## src/rtl/anfse_pkg.sv

```systemverilog
// Shared types and constants for the advertising name filter and status extractor.
`timescale 1ns / 1ps

package anfse_pkg;

  localparam int NAME_BYTES        = 8;
  localparam int MAX_PAYLOAD_BYTES = 31;

  localparam logic [1:0] PHASE_LENGTH = 2'd0;
  localparam logic [1:0] PHASE_TYPE   = 2'd1;
  localparam logic [1:0] PHASE_VALUE  = 2'd2;

  localparam logic [7:0] TYPE_SHORT_NAME    = 8'h08;
  localparam logic [7:0] TYPE_COMPLETE_NAME = 8'h09;
  localparam logic [7:0] STATUS_ON          = 8'd1;

  localparam logic [1:0] CFG_NAME_BYTES  = 2'd0;
  localparam logic [1:0] CFG_NAME_LENGTH = 2'd1;
  localparam logic [1:0] CFG_STATUS_OFS  = 2'd2;

  localparam logic [63:0] RST_NAME_BYTES  = 64'h0057_535F_3232_4742;
  localparam logic [3:0]  RST_NAME_LENGTH = 4'd7;
  localparam logic [7:0]  RST_STATUS_OFS  = 8'd7;

  typedef struct packed {
    logic [63:0] name_bytes;
    logic [3:0]  name_length;
    logic [7:0]  status_offset;
  } cfg_t;

  typedef struct packed {
    logic       switch_on;
    logic [7:0] status_value;
    logic       name_found;
  } res_t;

  function automatic logic [3:0] eff_length(input logic [3:0] len);
    logic [3:0] n;
    n = (len > 4'(NAME_BYTES)) ? 4'(NAME_BYTES) : len;
    return n;
  endfunction

  function automatic logic [7:0] name_byte(input logic [63:0] bytes, input logic [2:0] k);
    logic [7:0] b;
    b = bytes[{k, 3'b000} +: 8];
    return b;
  endfunction

endpackage

```

## src/rtl/anfse_parse.sv

```systemverilog
// Per-byte payload walker: field parsing, name compare and status byte latch.
`timescale 1ns / 1ps

module anfse_parse (
  input  logic                clk,
  input  logic                rst_n,
  input  logic                step_en,
  input  logic [7:0]          adv_byte,
  input  logic                last_byte,
  input  anfse_pkg::cfg_t     cfg,
  output anfse_pkg::res_t     res
);

  logic [7:0] pos_r, pos_nxt;
  logic [7:0] left_r, left_nxt;
  logic [1:0] phase_r, phase_nxt;
  logic [3:0] idx_r, idx_nxt;
  logic       ok_r, ok_nxt;
  logic       found_r, found_nxt;
  logic       stop_r, stop_nxt;
  logic [7:0] status_r, status_nxt;
  logic [3:0] eff_len;
  logic [7:0] left_dec;

  assign eff_len  = anfse_pkg::eff_length(cfg.name_length);
  assign left_dec = left_r - 8'd1;

  always_comb begin
    pos_nxt    = pos_r;
    left_nxt   = left_r;
    phase_nxt  = phase_r;
    idx_nxt    = idx_r;
    ok_nxt     = ok_r;
    found_nxt  = found_r;
    stop_nxt   = stop_r;
    status_nxt = status_r;
    if (pos_r < 8'(anfse_pkg::MAX_PAYLOAD_BYTES)) begin
      if (pos_r == cfg.status_offset) begin
        status_nxt = adv_byte;
      end
      if (!stop_r) begin
        case (phase_r)
          anfse_pkg::PHASE_LENGTH: begin
            if (adv_byte == 8'd0) begin
              stop_nxt = 1'b1;
            end else begin
              left_nxt  = adv_byte;
              phase_nxt = anfse_pkg::PHASE_TYPE;
            end
          end
          anfse_pkg::PHASE_TYPE: begin
            left_nxt = left_dec;
            idx_nxt  = 4'd0;
            ok_nxt   = ((adv_byte == anfse_pkg::TYPE_SHORT_NAME) ||
                        (adv_byte == anfse_pkg::TYPE_COMPLETE_NAME)) &&
                       (left_dec <= {4'd0, eff_len});
            if (left_dec == 8'd0) begin
              if (ok_nxt) begin
                found_nxt = 1'b1;
              end
              ok_nxt    = 1'b0;
              phase_nxt = anfse_pkg::PHASE_LENGTH;
            end else begin
              phase_nxt = anfse_pkg::PHASE_VALUE;
            end
          end
          default: begin
            if (ok_r) begin
              if ((idx_r >= eff_len) ||
                  (adv_byte != anfse_pkg::name_byte(cfg.name_bytes, idx_r[2:0]))) begin
                ok_nxt = 1'b0;
              end
              if (idx_r != 4'd15) begin
                idx_nxt = idx_r + 4'd1;
              end
            end
            left_nxt = left_dec;
            if (left_dec == 8'd0) begin
              if (ok_nxt) begin
                found_nxt = 1'b1;
              end
              ok_nxt    = 1'b0;
              phase_nxt = anfse_pkg::PHASE_LENGTH;
            end
          end
        endcase
      end
    end
    if (pos_r != 8'd255) begin
      pos_nxt = pos_r + 8'd1;
    end
  end

  assign res.name_found   = found_nxt;
  assign res.status_value = status_nxt;
  assign res.switch_on    = found_nxt && (status_nxt == anfse_pkg::STATUS_ON);

  always_ff @(posedge clk) begin
    if (!rst_n || (step_en && last_byte)) begin
      pos_r    <= 8'd0;
      left_r   <= 8'd0;
      phase_r  <= anfse_pkg::PHASE_LENGTH;
      idx_r    <= 4'd0;
      ok_r     <= 1'b0;
      found_r  <= 1'b0;
      stop_r   <= 1'b0;
      status_r <= 8'd0;
    end else if (step_en) begin
      pos_r    <= pos_nxt;
      left_r   <= left_nxt;
      phase_r  <= phase_nxt;
      idx_r    <= idx_nxt;
      ok_r     <= ok_nxt;
      found_r  <= found_nxt;
      stop_r   <= stop_nxt;
      status_r <= status_nxt;
    end
  end

endmodule

```

## src/rtl/adv_name_filter_status_extract.sv

```systemverilog
// Top level: input register, payload walker, configuration registers, result register.
//
// Usage: payload bytes enter on the in_ stream channel, one byte per transfer, with
// in_tlast high on the final byte. Each byte is captured in an input register and
// then walks the length/type/value parser; a byte can be taken every cycle.
// On the final byte one result transfer leaves on the out_ channel: name found,
// the status byte and the switch flag. The final byte is held in the input register,
// then its result is registered in the output register that drives out_tvalid;
// throughput is one byte per cycle while no final byte waits on a held result.
// A held result in the output register does not block input: bytes that are not
// final keep flowing, and only a final byte waits for the output register to free.
// The cfg_ channel writes the name bytes, name length and status offset by index;
// write only while no payload is in flight. cfg_ready is always high.
// Reset (rst_n low, synchronous) empties both registers, clears the payload state
// and loads the default name, length 7 and status offset 7.
`timescale 1ns / 1ps

module adv_name_filter_status_extract (
  input  logic        clk,
  input  logic        rst_n,
  input  logic        in_tvalid,
  output logic        in_tready,
  input  logic [7:0]  in_tdata,   // [7:0] adv_byte
  input  logic        in_tlast,   // last_byte
  output logic        out_tvalid,
  input  logic        out_tready,
  output logic [15:0] out_tdata,  // [0] name_found, [8:1] status_value, [9] switch_on
  input  logic        cfg_valid,
  output logic        cfg_ready,
  input  logic [1:0]  cfg_index,
  input  logic [63:0] cfg_data
);

  anfse_pkg::cfg_t cfg_r;
  anfse_pkg::res_t res;

  logic       in_v_r;
  logic [7:0] in_byte_r;
  logic       in_last_r;
  logic       out_v_r;
  anfse_pkg::res_t out_res_r;
  logic       adv;

  assign cfg_ready = 1'b1;

  always_ff @(posedge clk) begin
    if (!rst_n) begin
      cfg_r.name_bytes    <= anfse_pkg::RST_NAME_BYTES;
      cfg_r.name_length   <= anfse_pkg::RST_NAME_LENGTH;
      cfg_r.status_offset <= anfse_pkg::RST_STATUS_OFS;
    end else if (cfg_valid) begin
      case (cfg_index)
        anfse_pkg::CFG_NAME_BYTES:  cfg_r.name_bytes    <= cfg_data;
        anfse_pkg::CFG_NAME_LENGTH: cfg_r.name_length   <= cfg_data[3:0];
        anfse_pkg::CFG_STATUS_OFS:  cfg_r.status_offset <= cfg_data[7:0];
        default: ;
      endcase
    end
  end

  // advance the held byte unless it is final and the result slot is full and not being read
  assign adv       = in_v_r && (!in_last_r || !out_v_r || out_tready);
  assign in_tready = !in_v_r || adv;

  always_ff @(posedge clk) begin
    if (!rst_n) begin
      in_v_r <= 1'b0;
    end else if (in_tready) begin
      in_v_r <= in_tvalid;
    end
  end

  always_ff @(posedge clk) begin
    if (in_tready && in_tvalid) begin
      in_byte_r <= in_tdata;
      in_last_r <= in_tlast;
    end
  end

  anfse_parse u_parse (
    .clk       (clk),
    .rst_n     (rst_n),
    .step_en   (adv),
    .adv_byte  (in_byte_r),
    .last_byte (in_last_r),
    .cfg       (cfg_r),
    .res       (res)
  );

  always_ff @(posedge clk) begin
    if (!rst_n) begin
      out_v_r <= 1'b0;
    end else if (adv && in_last_r) begin
      out_v_r <= 1'b1;
    end else if (out_tready) begin
      out_v_r <= 1'b0;
    end
  end

  always_ff @(posedge clk) begin
    if (adv && in_last_r) begin
      out_res_r <= res;
    end
  end

  assign out_tvalid = out_v_r;
  assign out_tdata  = {6'd0, out_res_r};

endmodule
```

## config.mk

```make
export PLATFORM = sky130hd
export DESIGN_NAME = adv_name_filter_status_extract
export DESIGN_NICKNAME = d
export VERILOG_FILES = /design/src/rtl/anfse_pkg.sv /design/src/rtl/anfse_parse.sv /design/src/rtl/adv_name_filter_status_extract.sv
export SDC_FILE = /design/constraint.sdc
export NUM_CORES = 1
export LEC_CHECK = 0
export ABC_AREA = 0
export BUFFER_PORTS_ARGS = -buffer_cell sky130_fd_sc_hd__buf_2
export CAP_MARGIN = 5
export CORE_MARGIN = 5
export CORE_UTILIZATION = 45
export DETAILED_ROUTE_END_ITERATION = 8
export HOLD_SLACK_MARGIN = 0.06
export PLACE_DENSITY = 0.77
export SETUP_SLACK_MARGIN = 0.3
export SYNTH_ARGS = -nofsm -noshare
export SYNTH_HDL_FRONTEND = slang
export SYNTH_SLANG_ARGS = --single-unit
```

## constraint.sdc

```tcl
create_clock -name clk -period 3.45 [get_ports clk]
set_clock_uncertainty 0.15 [all_clocks]
set_input_delay 0.345 -clock clk [delete_from_list [all_inputs] [get_ports clk]]
set_output_delay 0.345 -clock clk [all_outputs]
set_load 0.01 [all_outputs]
```

==> impl_metrics.json <==
{
  "period_needed_ps": 2980,
  "setup_slack_ps": 465,
  "ctsRootBufferMaster": "clkbuf_16",
  "hold-worst-slack_ps": 62.4,
  "first_pass_iters": 7,
  "async_reset_ff_frac": 0,
  "relSlewSlack": 0.299,
  "post-route-util": 0.599,
  "crit_type": "reg2reg",
  "fp-row-count": 42,
  "yosysTopAreaCell": "dfxtp_1",
  "io_buffers": 91,
  "numClockSinks": 130,
  "routed_wire_length_per_instance_um": 15.0,
  "clk_pin_slew_ps": 60,
  "synthTopCellsByArea": "dfxtp_1 (37%), nand2_1 (9.9%), edfxtp_1 (9.4%), mux2i_1 (5.3%), a21boi_0 (4.8%)",
  "viasPerCell": 5.19,
  "setup_tns_ps": 0,
  "syn_area_sq_um": 6050,
  "drive_gt1_frac": 0.184,
  "start_util": 0.459,
  "ctsHtreeMaxLevel": 4,
  "grt_max_degree": 65,
  "first_iter_violations": 310,
  "hold_viol": 0,
  "avgSynthCellArea_sq_um": 9.00,
  "final_nets": 914,
  "dp.cells": 911,
  "finalPower_mw": 3.81,
  "gp_congestion": 0.877,
  "track_usage": 0.197,
  "yosysTopAreaCellShare": 0.367,
  "ys_ff_latch": 130,
  "grt_pass1_vias": 5191,
  "cp.arrival_ps": 3100,
  "synth_edf_count": 19,
  "clk_latency_ps": 420,
  "cp-end-kind": "flip-flop",
  "vias": 5248,
  "placed_cell_area_sq_um": 6630,
  "ys_seq_area_frac": 0.462,
  "grt_overflow": 0,
  "top_level_ports": 99,
  "cellPowerDensity_nw_per_um2": 482,
  "final_area_sq_um": 7910,
  "antenna_found_initial": 0,
  "grt_pass1_wl_mm": 25.3,
  "irDropWorstVdd_uv": 306,
  "diodes": 0,
  "synthCells": 672,
  "drtAntennaViolNets": 0,
  "final-instance-count-excl-fill": 1011,
  "cp_max_fo": 14,
  "core_area_sq_um": 13200,
  "drc_errors": 0,
  "dp_slack_ps": 384,
  "die_h_um": 126,
  "outcome": "completed",
  "maxSlewViolCount": 0,
  "maxCapViolations": 0,
  "ys_types": 46,
  "min-delay-path-class": "in2reg",
  "synth-main-ff-cell": "dfxtp_1",
  "drt_wl_total_mm": 15.2,
  "yosysMostFrequentCell": "nand2_1",
  "dieArea_sq_um": 15900,
  "cts_tree": "done",
  "setup_viol": 0,
  "cp.required_ps": 3570,
  "die_width_um": 126,
  "cpMaxStageDelayCell": "or4_1",
  "crit_chain": "buf_4 > ha_1 > o21ai_0 > a21oi_1 > or3_1 > or4_1 > o31ai_2 > nor3b_2",
  "hpwlAfterDp_mm": 9.98,
  "clockBufferDepth": 2,
  "cts_inserted_buffers": 17,
  "netlist_top_cells_count": "nand2_1 (160), dfxtp_1 (111), nor2_1 (42)",
  "min_period_over_period": 0.865,
  "syn_to_final_growth_pct": 30.7,
  "slowest_delay_ps": 540,
  "ys_warn_count": 0,
  "cellLeakagePower_nw": 3.25,
  "tightest_slew_ps": 1050,
  "fillerInstances": 1076,
  "rsz0062_at_grt": "no",
  "critPathLaunchType": "flip-flop",
  "max_freq_mhz": 335
}
[state kept, by name, summed over array words and instances (netlist names)]
name	cells
cfg_r	76
out_tdata	10
in_byte_r	8
u_parse.left_r	8
u_parse.pos_r	8
u_parse.status_r	8
u_parse.idx_r	4
u_parse.phase_r	2
in_last_r	1
in_v_r	1
out_tvalid	1
u_parse.found_r	1
u_parse.ok_r	1
u_parse.stop_r	1
[cells by family (layout without fill, tap and decap cells)]
group | after synthesis | count (layout) | synth area share
compound gates | 90 | 90 | 0.101
fa+ha+maj | 12 | 12 | 0.0248
xor+xnor | 26 | 26 | 0.0377
simple gates | 303 | 303 | 0.227
buf+inv | 63 | 221 | 0.0455
other cells | 2 | 7 | 0.00124
flops | 130 | 130 | 0.462
mux | 46 | 46 | 0.101
[cell type report]
| cell class | count | area, sq um | share of cell area |
|---|---|---|---|
| inverters | 19 | 71.3 | 0.00902 |
| flip-flops and latches | 130 | 2790 | 0.353 |
| well taps | 176 | 220 | 0.0279 |
| multi-input cells | 484 | 3010 | 0.381 |
| repair buffers | 170 | 1220 | 0.154 |
| clock buffers | 18 | 429 | 0.0543 |
| clock inverters | 14 | 164 | 0.0207 |
[critical path, delay by kind of cell (launching register included)]
family / cells / cell delay (ps)
simple gates: 3 / 1060
fa+ha+maj: 1 / 260
compound gates: 3 / 550
buf+inv: 1 / 300
flops: 1 / 510
[final timing paths]
| check | slack, ps | to | start | depth (start not counted) |
|---|---|---|---|---|
| setup / recovery | 470 | out_tdata[9] | u_parse.idx_r[2] | 8 |
| hold / removal | 60 | cfg_r[25] | cfg_data[13] | 3 |
| setup reg to reg | 470 | out_tdata[9] | u_parse.idx_r[2] | 8 |
| hold reg to reg | 310 | cfg_r[24] | cfg_r[24] | 2 |
[per-layer routing]
layer  wire (um)  track usage
met5           0            0
met2        7660        0.342
met4         372       0.0675
met1        6260        0.235
met3         920       0.0529
[report_power, final]
group / internal [mW] / leakage (nW) / switching, mW
clock network: 1.13 / 0.286 / 0.659
logic: 0.188 / 1.87 / 0.185
registers: 1.60 / 1.09 / 0.0473
total: 2.92 / 3.25 / 0.891
[layout by cell type, fill, tap and decap left out, drive strengths merged, types with 3 or more instances in the layout]
master	instances
clkinvlp	3
dlygate4sd3	68
nand3	36
or3	4
xnor2	14
or4	5
conb	7
clkbuf	18
nor3b	5
bufinv	3
a211oi	8
nor2b	10
clkinv	7
dfxtp	111
a31oi	4
mux2i	32
edfxtp	19
a221oi	3
o21ai	13
a21oi	14
nand3b	6
nand2	160
nor4	3
a21boi	39
nor3	9
buf	102
inv	20
and2	5
nand4	10
nor2	42
ha	12
mux4	12
xor2	12
[what timing repair did]
| item | CTS | global route |
|---|---|---|
| buffers inserted | 0 | 0 |
| setup endpoints to repair | 0 | 2 |
| hold buffers | 68 | 0 |
| hold endpoints to repair | 74 | 0 |
| resized for setup | 0 | 1 |
(Power assumes the default switching activity.)
